--- config.mk ---
export PLATFORM = sky130hd
export DESIGN_NAME = spt_fifo
export DESIGN_NICKNAME = d
export VERILOG_FILES = /design/src/spt_pkg.sv /design/src/spt_fifo.sv
export SDC_FILE = /design/constraint.sdc
export NUM_CORES = 1
export LEC_CHECK = 0
export BUFFER_PORTS_ARGS = -buffer_cell sky130_fd_sc_hd__buf_2
export CAP_MARGIN = 30
export CORE_ASPECT_RATIO = 2
export CORE_UTILIZATION = 25
export CTS_CLUSTER_SIZE = 8
export DETAILED_ROUTE_END_ITERATION = 10
export GPL_TIMING_DRIVEN = 0
export PLACE_DENSITY = 0.5
export SYNTH_ARGS = -nofsm -noshare
export SYNTH_HDL_FRONTEND = slang
export SYNTH_SLANG_ARGS = --single-unit
--- constraint.sdc ---
create_clock -name i_clk -period 6.04 [get_ports i_clk]
set_clock_uncertainty 0.05 [all_clocks]
set_input_delay 0 -clock i_clk [delete_from_list [all_inputs] [get_ports i_clk]]
set_output_delay 0 -clock i_clk [all_outputs]
set_load 0.02 [all_outputs]
--- src/spt_pkg.sv ---
`timescale 1ns / 1ps
// ----------------------------------------------------------------------------
// spt_pkg
// Shared types and constants of the stereo point triangulator.
// ----------------------------------------------------------------------------
package spt_pkg;

    localparam int RAY_W      = 33;
    localparam int FIFO_DEPTH = 4;
    localparam int FIFO_AW    = $clog2(FIFO_DEPTH);

    localparam logic [2:0] REG_LEFT_FOCAL_X   = 3'd0;
    localparam logic [2:0] REG_LEFT_FOCAL_Y   = 3'd1;
    localparam logic [2:0] REG_LEFT_PRINCIPAL = 3'd2;
    localparam logic [2:0] REG_RIGHT_FOCAL_X  = 3'd3;
    localparam logic [2:0] REG_RIGHT_FOCAL_Y  = 3'd4;
    localparam logic [2:0] REG_RIGHT_PRINCIPAL = 3'd5;
    localparam logic [2:0] REG_BASELINE       = 3'd6;

    localparam logic [15:0] FOCAL_RESET    = 16'd8192;
    localparam logic [31:0] BASELINE_RESET = 32'd65536;

    typedef struct packed {
        logic [15:0] left_focal_x;
        logic [15:0] left_focal_y;
        logic [31:0] left_principal;
        logic [15:0] right_focal_x;
        logic [15:0] right_focal_y;
        logic [31:0] right_principal;
        logic [31:0] baseline;
    } t_cfg;

    typedef struct packed {
        logic signed [RAY_W-1:0] lx;
        logic signed [RAY_W-1:0] ly;
        logic signed [RAY_W-1:0] rx;
        logic signed [RAY_W-1:0] ry;
    } t_rays;

endpackage

--- src/spt_fifo.sv ---
`timescale 1ns / 1ps
// ----------------------------------------------------------------------------
// spt_fifo
// Short ray queue between the front and back pipelines.
// ----------------------------------------------------------------------------
module spt_fifo import spt_pkg::*; (
    input  logic  i_clk,
    input  logic  i_rst_n,
    input  logic  i_push,
    input  t_rays i_push_data,
    output logic  o_push_ready,
    output logic  o_pop_valid,
    output t_rays o_pop_data,
    input  logic  i_pop
);

    t_rays              r_mem [FIFO_DEPTH];
    logic [FIFO_AW-1:0] r_wr;
    logic [FIFO_AW-1:0] r_rd;
    logic [FIFO_AW:0]   r_cnt;
    logic               w_push;
    logic               w_pop;

    assign o_push_ready = (r_cnt != FIFO_AW'(0) + (FIFO_AW+1)'(FIFO_DEPTH));
    assign o_pop_valid  = (r_cnt != '0);
    assign w_push       = i_push && o_push_ready;
    assign w_pop        = i_pop && o_pop_valid;
    assign o_pop_data   = r_mem[r_rd];

    always_ff @(posedge i_clk) begin
        if (!i_rst_n) begin
            r_wr  <= '0;
            r_rd  <= '0;
            r_cnt <= '0;
        end else begin
            if (w_push) begin
                r_wr <= r_wr + FIFO_AW'(1);
            end
            if (w_pop) begin
                r_rd <= r_rd + FIFO_AW'(1);
            end
            if (w_push && !w_pop) begin
                r_cnt <= r_cnt + (FIFO_AW+1)'(1);
            end else if (w_pop && !w_push) begin
                r_cnt <= r_cnt - (FIFO_AW+1)'(1);
            end
        end
    end

    always_ff @(posedge i_clk) begin
        if (w_push) begin
            r_mem[r_wr] <= i_push_data;
        end
    end

endmodule

* After elaboration in Yosys (flattened, before gate mapping) *
Memory sizes are Yosys's and may differ from the RTL's. A register that Yosys moved wholly into a read port is not among the register bits.
Cells that the tools add are included.

operators by class
  mux-type cells = 6
  equality and inequality tests = 1
  reductions and logical operators = 8
  add/sub/neg operators = 4

operator list
  operator             number
  $mux 3               2
  $add 2x1->2 const B  2
  $logic_and 1x1->1    4
  $mux 2               2
  $add 3x1->3 const B  1
  $ne 3x3->1 const B   1
  $reduce_bool 3->1    1
  $sub 3x1->3 const B  1
  $logic_not 1->1      2
  $mux 1               2
  $reduce_bool 2->1    1

storage, ports and cells
  memories kept = 1
  logic and storage cells = 23
  output and inout bits = 134
  input bits = 136
  flip-flop bits (word level) = 7
  RAM bits = 528

memory list
  name   depth  width  rd ports  clocked after Yosys merged registers in  write ports  line            text
  r_mem  4      132    1         1                                        1            spt_fifo.sv:17  t_rays r_mem [FIFO_DEPTH];

* Depth between registers and ports, before layout *
  depth in word-level cells = 6
  mapped depth = 8
  gate-level depth less buffers = 8

* Worst setup path after synthesis *
No wires, ideal clock.

  kind = register -> register
  start = reg r_cnt[0]
  end = mem r_mem[0][0] (netlist name) (enable)
  data arrival time = 3,850 ps
  required time = 5,483 ps
  stages on the path, launching flop included = 4
  clock period less this slack = 4,407 ps
  slack = 1,633 ps
  setup time = 507 ps
  buffers on the path = 0
  cell sequence = dfxtp_1 -> nor2_1 -> a21boi_2 -> and2_1

between the ends
  word-level cells in the longest chain between the ends = 4

ends and longest elaborated chain
  item                          line            text
  start: declaration            spt_fifo.sv:20  logic [FIFO_AW:0] r_cnt;
  start signal: assignment      spt_fifo.sv:43  r_cnt <= r_cnt + (FIFO_AW+1)'(1);
  start signal: assignment      spt_fifo.sv:45  r_cnt <= r_cnt - (FIFO_AW+1)'(1);
  $ne 3x3->1                    spt_fifo.sv:24  assign o_push_ready = (r_cnt != FIFO_AW'(0) + (FIFO_AW+1)'(FIFO_DEPTH));
  $logic_and 1x1->1             spt_fifo.sv:26  assign w_push = i_push && o_push_ready;
  named net w_push              spt_fifo.sv:21  logic w_push;
  $mux 1                        spt_fifo.sv:51  if (w_push) begin
  $mux 1 (not written as such)  spt_fifo.sv:52  r_mem[r_wr] <= i_push_data;
  end: declaration              spt_fifo.sv:17

The timed path passes the listed nets, and every way through them passes these cells.

==> impl_metrics.tcl <==
set metrics [dict create \
    synth_nets 880 \
    ys_warn_count 0 \
    numCtsBuffers 77 \
    vias 9417 \
    die_h_um 397 \
    final_cells 2271 \
    overflow 0 \
    max_freq_ghz 0.391 \
    critPathMaxStageDelay_ns 0.43 \
    hold_slack_ns 0.0716 \
    yosysSeqAreaShare_pct 82.2 \
    syn_area_per_cell_um2 26.4 \
    setup-tns-final_ns 0 \
    start_kind "flop" \
    grtUsageTotal_pct 11.7 \
    fill_cells 7398 \
    layout_min_cycle_time_ns 2.56 \
    avgViaCountPerCell 4.15 \
    power.leakage_nw 8.68 \
    cts_root_buffer "clkbuf_16" \
    required_ns 5.99 \
    gp_congestion 0.655 \
    drive_above_1_share_pct 42.2 \
    drt_iter0_drc 335 \
    hp-class "input pin to flop" \
    grt_max_degree 42 \
    setup_violations 0 \
    worstMarginPinSlew_ns 0.983 \
    rsz0062_at_grt "no" \
    final_nets 1375 \
    antenna_found_initial 7 \
    post-cts-setup-buffers 0 \
    mostFrequentLayoutCells "edfxtp_1 (528), buf_2 (283), dlygate4sd3_1 (136)" \
    grt_pass1_vias 10767 \
    period_share_pct 42.3 \
    path_class "flop to output pin" \
    drt-pass1-iter-count 6 \
    clk_pin_slew_ns 0.05 \
    end_kind "output pin" \
    grt_pass1_wl_mm 65.9 \
    place_inst 2040 \
    crit_fanout 11 \
    cp_data_arrival_time_ns 2.51 \
    cts_tree "yes" \
    ant_nets 0 \
    place_area_mm2 0.0225 \
    core_area_mm2 0.0771 \
    hpwlAfterDp_mm 28.4 \
    path_cells "buf_2, buf_2, buf_2, mux4_2, buf_2" \
    dieWidth_um 200 \
    clk_latency_ns 0.62 \
    netlist_instances 738 \
    clock-sinks 537 \
    maxSlewViolCount 0 \
    status "finished, final reports clean" \
    start_util_pct 25.3 \
    cts_resized 0 \
    clk_path_buf_depth 3 \
    peakVddDrop_uv 320 \
    synthToLayoutAreaGrowth_pct 32.9 \
    finalHoldViolCount 0 \
    ios 270 \
    die-area_mm2 0.0792 \
    final_area_mm2 0.0259 \
    slew_headroom_pct 34.5 \
    port_buffers 268 \
    synth.distinct_cells 22 \
    worst_path_max_delay_cell "mux4_2" \
    synth_area_mm2 0.0195 \
    hold_buffers 136 \
    drc 0 \
    htree_levels 3 \
    maxCapViolCount 0 \
    wirelength_mm 45.1 \
    rows 144 \
    post_drt_wl_per_cell_um 19.9 \
    crit_top_cell "buf_2" \
    power_density_mw_per_mm2 436 \
    ys_ff_latch 537 \
    final_common_cell "edfxtp_1" \
]
[cells in the mapped netlist]
cell type	count	share of area [%]
edfxtp_1	528	81
fa_1	1	0.10
ha_1	5	0.32
dfxtp_1	9	0.92
o31ai_1	1	0.038
xor2_1	1	0.045
a21boi_0	1	0.038
buf_6	10	0.58
mux2i_1	3	0.15
clkbuf_1	6	0.12
inv_1	3	0.058
xnor2_1	3	0.13
nor2b_1	1	0.032
o21ai_0	1	0.026
nand2_1	5	0.096
nor2_1	1	0.019
mux4_2	132	15
a21boi_2	1	0.058
and2_1	8	0.26
buf_2	15	0.38
o311ai_0	1	0.045
or3_1	2	0.064
[routing by layer]
| layer | vias to the layer above | share of wire [%] | wire [µm] | global-route usage [%] |
|---|---|---|---|---|
| li1 | 4153 | - | - | - |
| met1 | 4870 | 37 | 16900 | 12.1 |
| met2 | 290 | 53 | 23800 | 20.7 |
| met3 | 90 | 6.9 | 3120 | 3.97 |
| met4 | 14 | 2.7 | 1240 | 5.53 |
| met5 | - | 0.20 | 88 | 0 |
[per-stage QoR]
stage | power (mW) | setup slack [ns] | util, %
floorplan | 6.55 | 1.63 | -
global placement | 7.59 | -1.81 | 28.7
detailed placement | 7.57 | 3.45 | 29.1
CTS | 11.6 | 3.26 | 33.6
global route | 11.8 | 3.25 | 33.6
finish | 11.3 | 3.48 | 33.6
[power by group]
part | switching, mW | internal [mW]
Combinational | 1.65 | 1.21
Clock | 1.48 | 2.35
Sequential | 0.0853 | 4.53
Total | 3.22 | 8.09
[worst paths after layout]
kind / cells past startpoint / start / slack [ns] / end
max: 5 / flop / 3.48 / o_pop_data[113]
min: 2 / i_push_data[102] / 0.07 / r_mem[1][102]
max reg2reg: 5 / r_cnt[1] / 3.54 / r_mem[1][88]
min reg2reg: 2 / r_wr[1] / 0.46 / r_wr[1]
[state kept, by name, summed over array words and instances (netlist names), named ones only]
signal,flops
r_mem,528
r_cnt,3
r_rd,2
r_wr,2
[area by class of cell]
class	count	area (µm²)	share of cell area (%)
Inverter	3	11.3	0.0434
Buffer	31	210	0.811
Multi-Input combinational cell	167	3260	12.6
Clock inverter	6	48.8	0.188
Antenna cell	2	5.00	0.0193
Tap cell	1022	1280	4.93
Sequential cell	537	16000	61.8
Timing Repair Buffer	416	3030	11.7
Clock buffer	87	2050	7.90
[worst max-delay path: cells and delay by family (launching register included)]
family | cells | cell delay [ns]
buf+inv | 4 | 1.14
mux | 1 | 0.43
flops | 1 | 0.29
[cell families after synthesis]
group	after synthesis	share of synthesized area, %
fa+ha+maj	6	0.423
simple gates	17	0.468
mux	135	15.4
flops	537	82.2
buf+inv	34	1.14
compound gates	5	0.205
xor+xnor	4	0.180
Note: power is estimated with default switching activity, not from simulation.
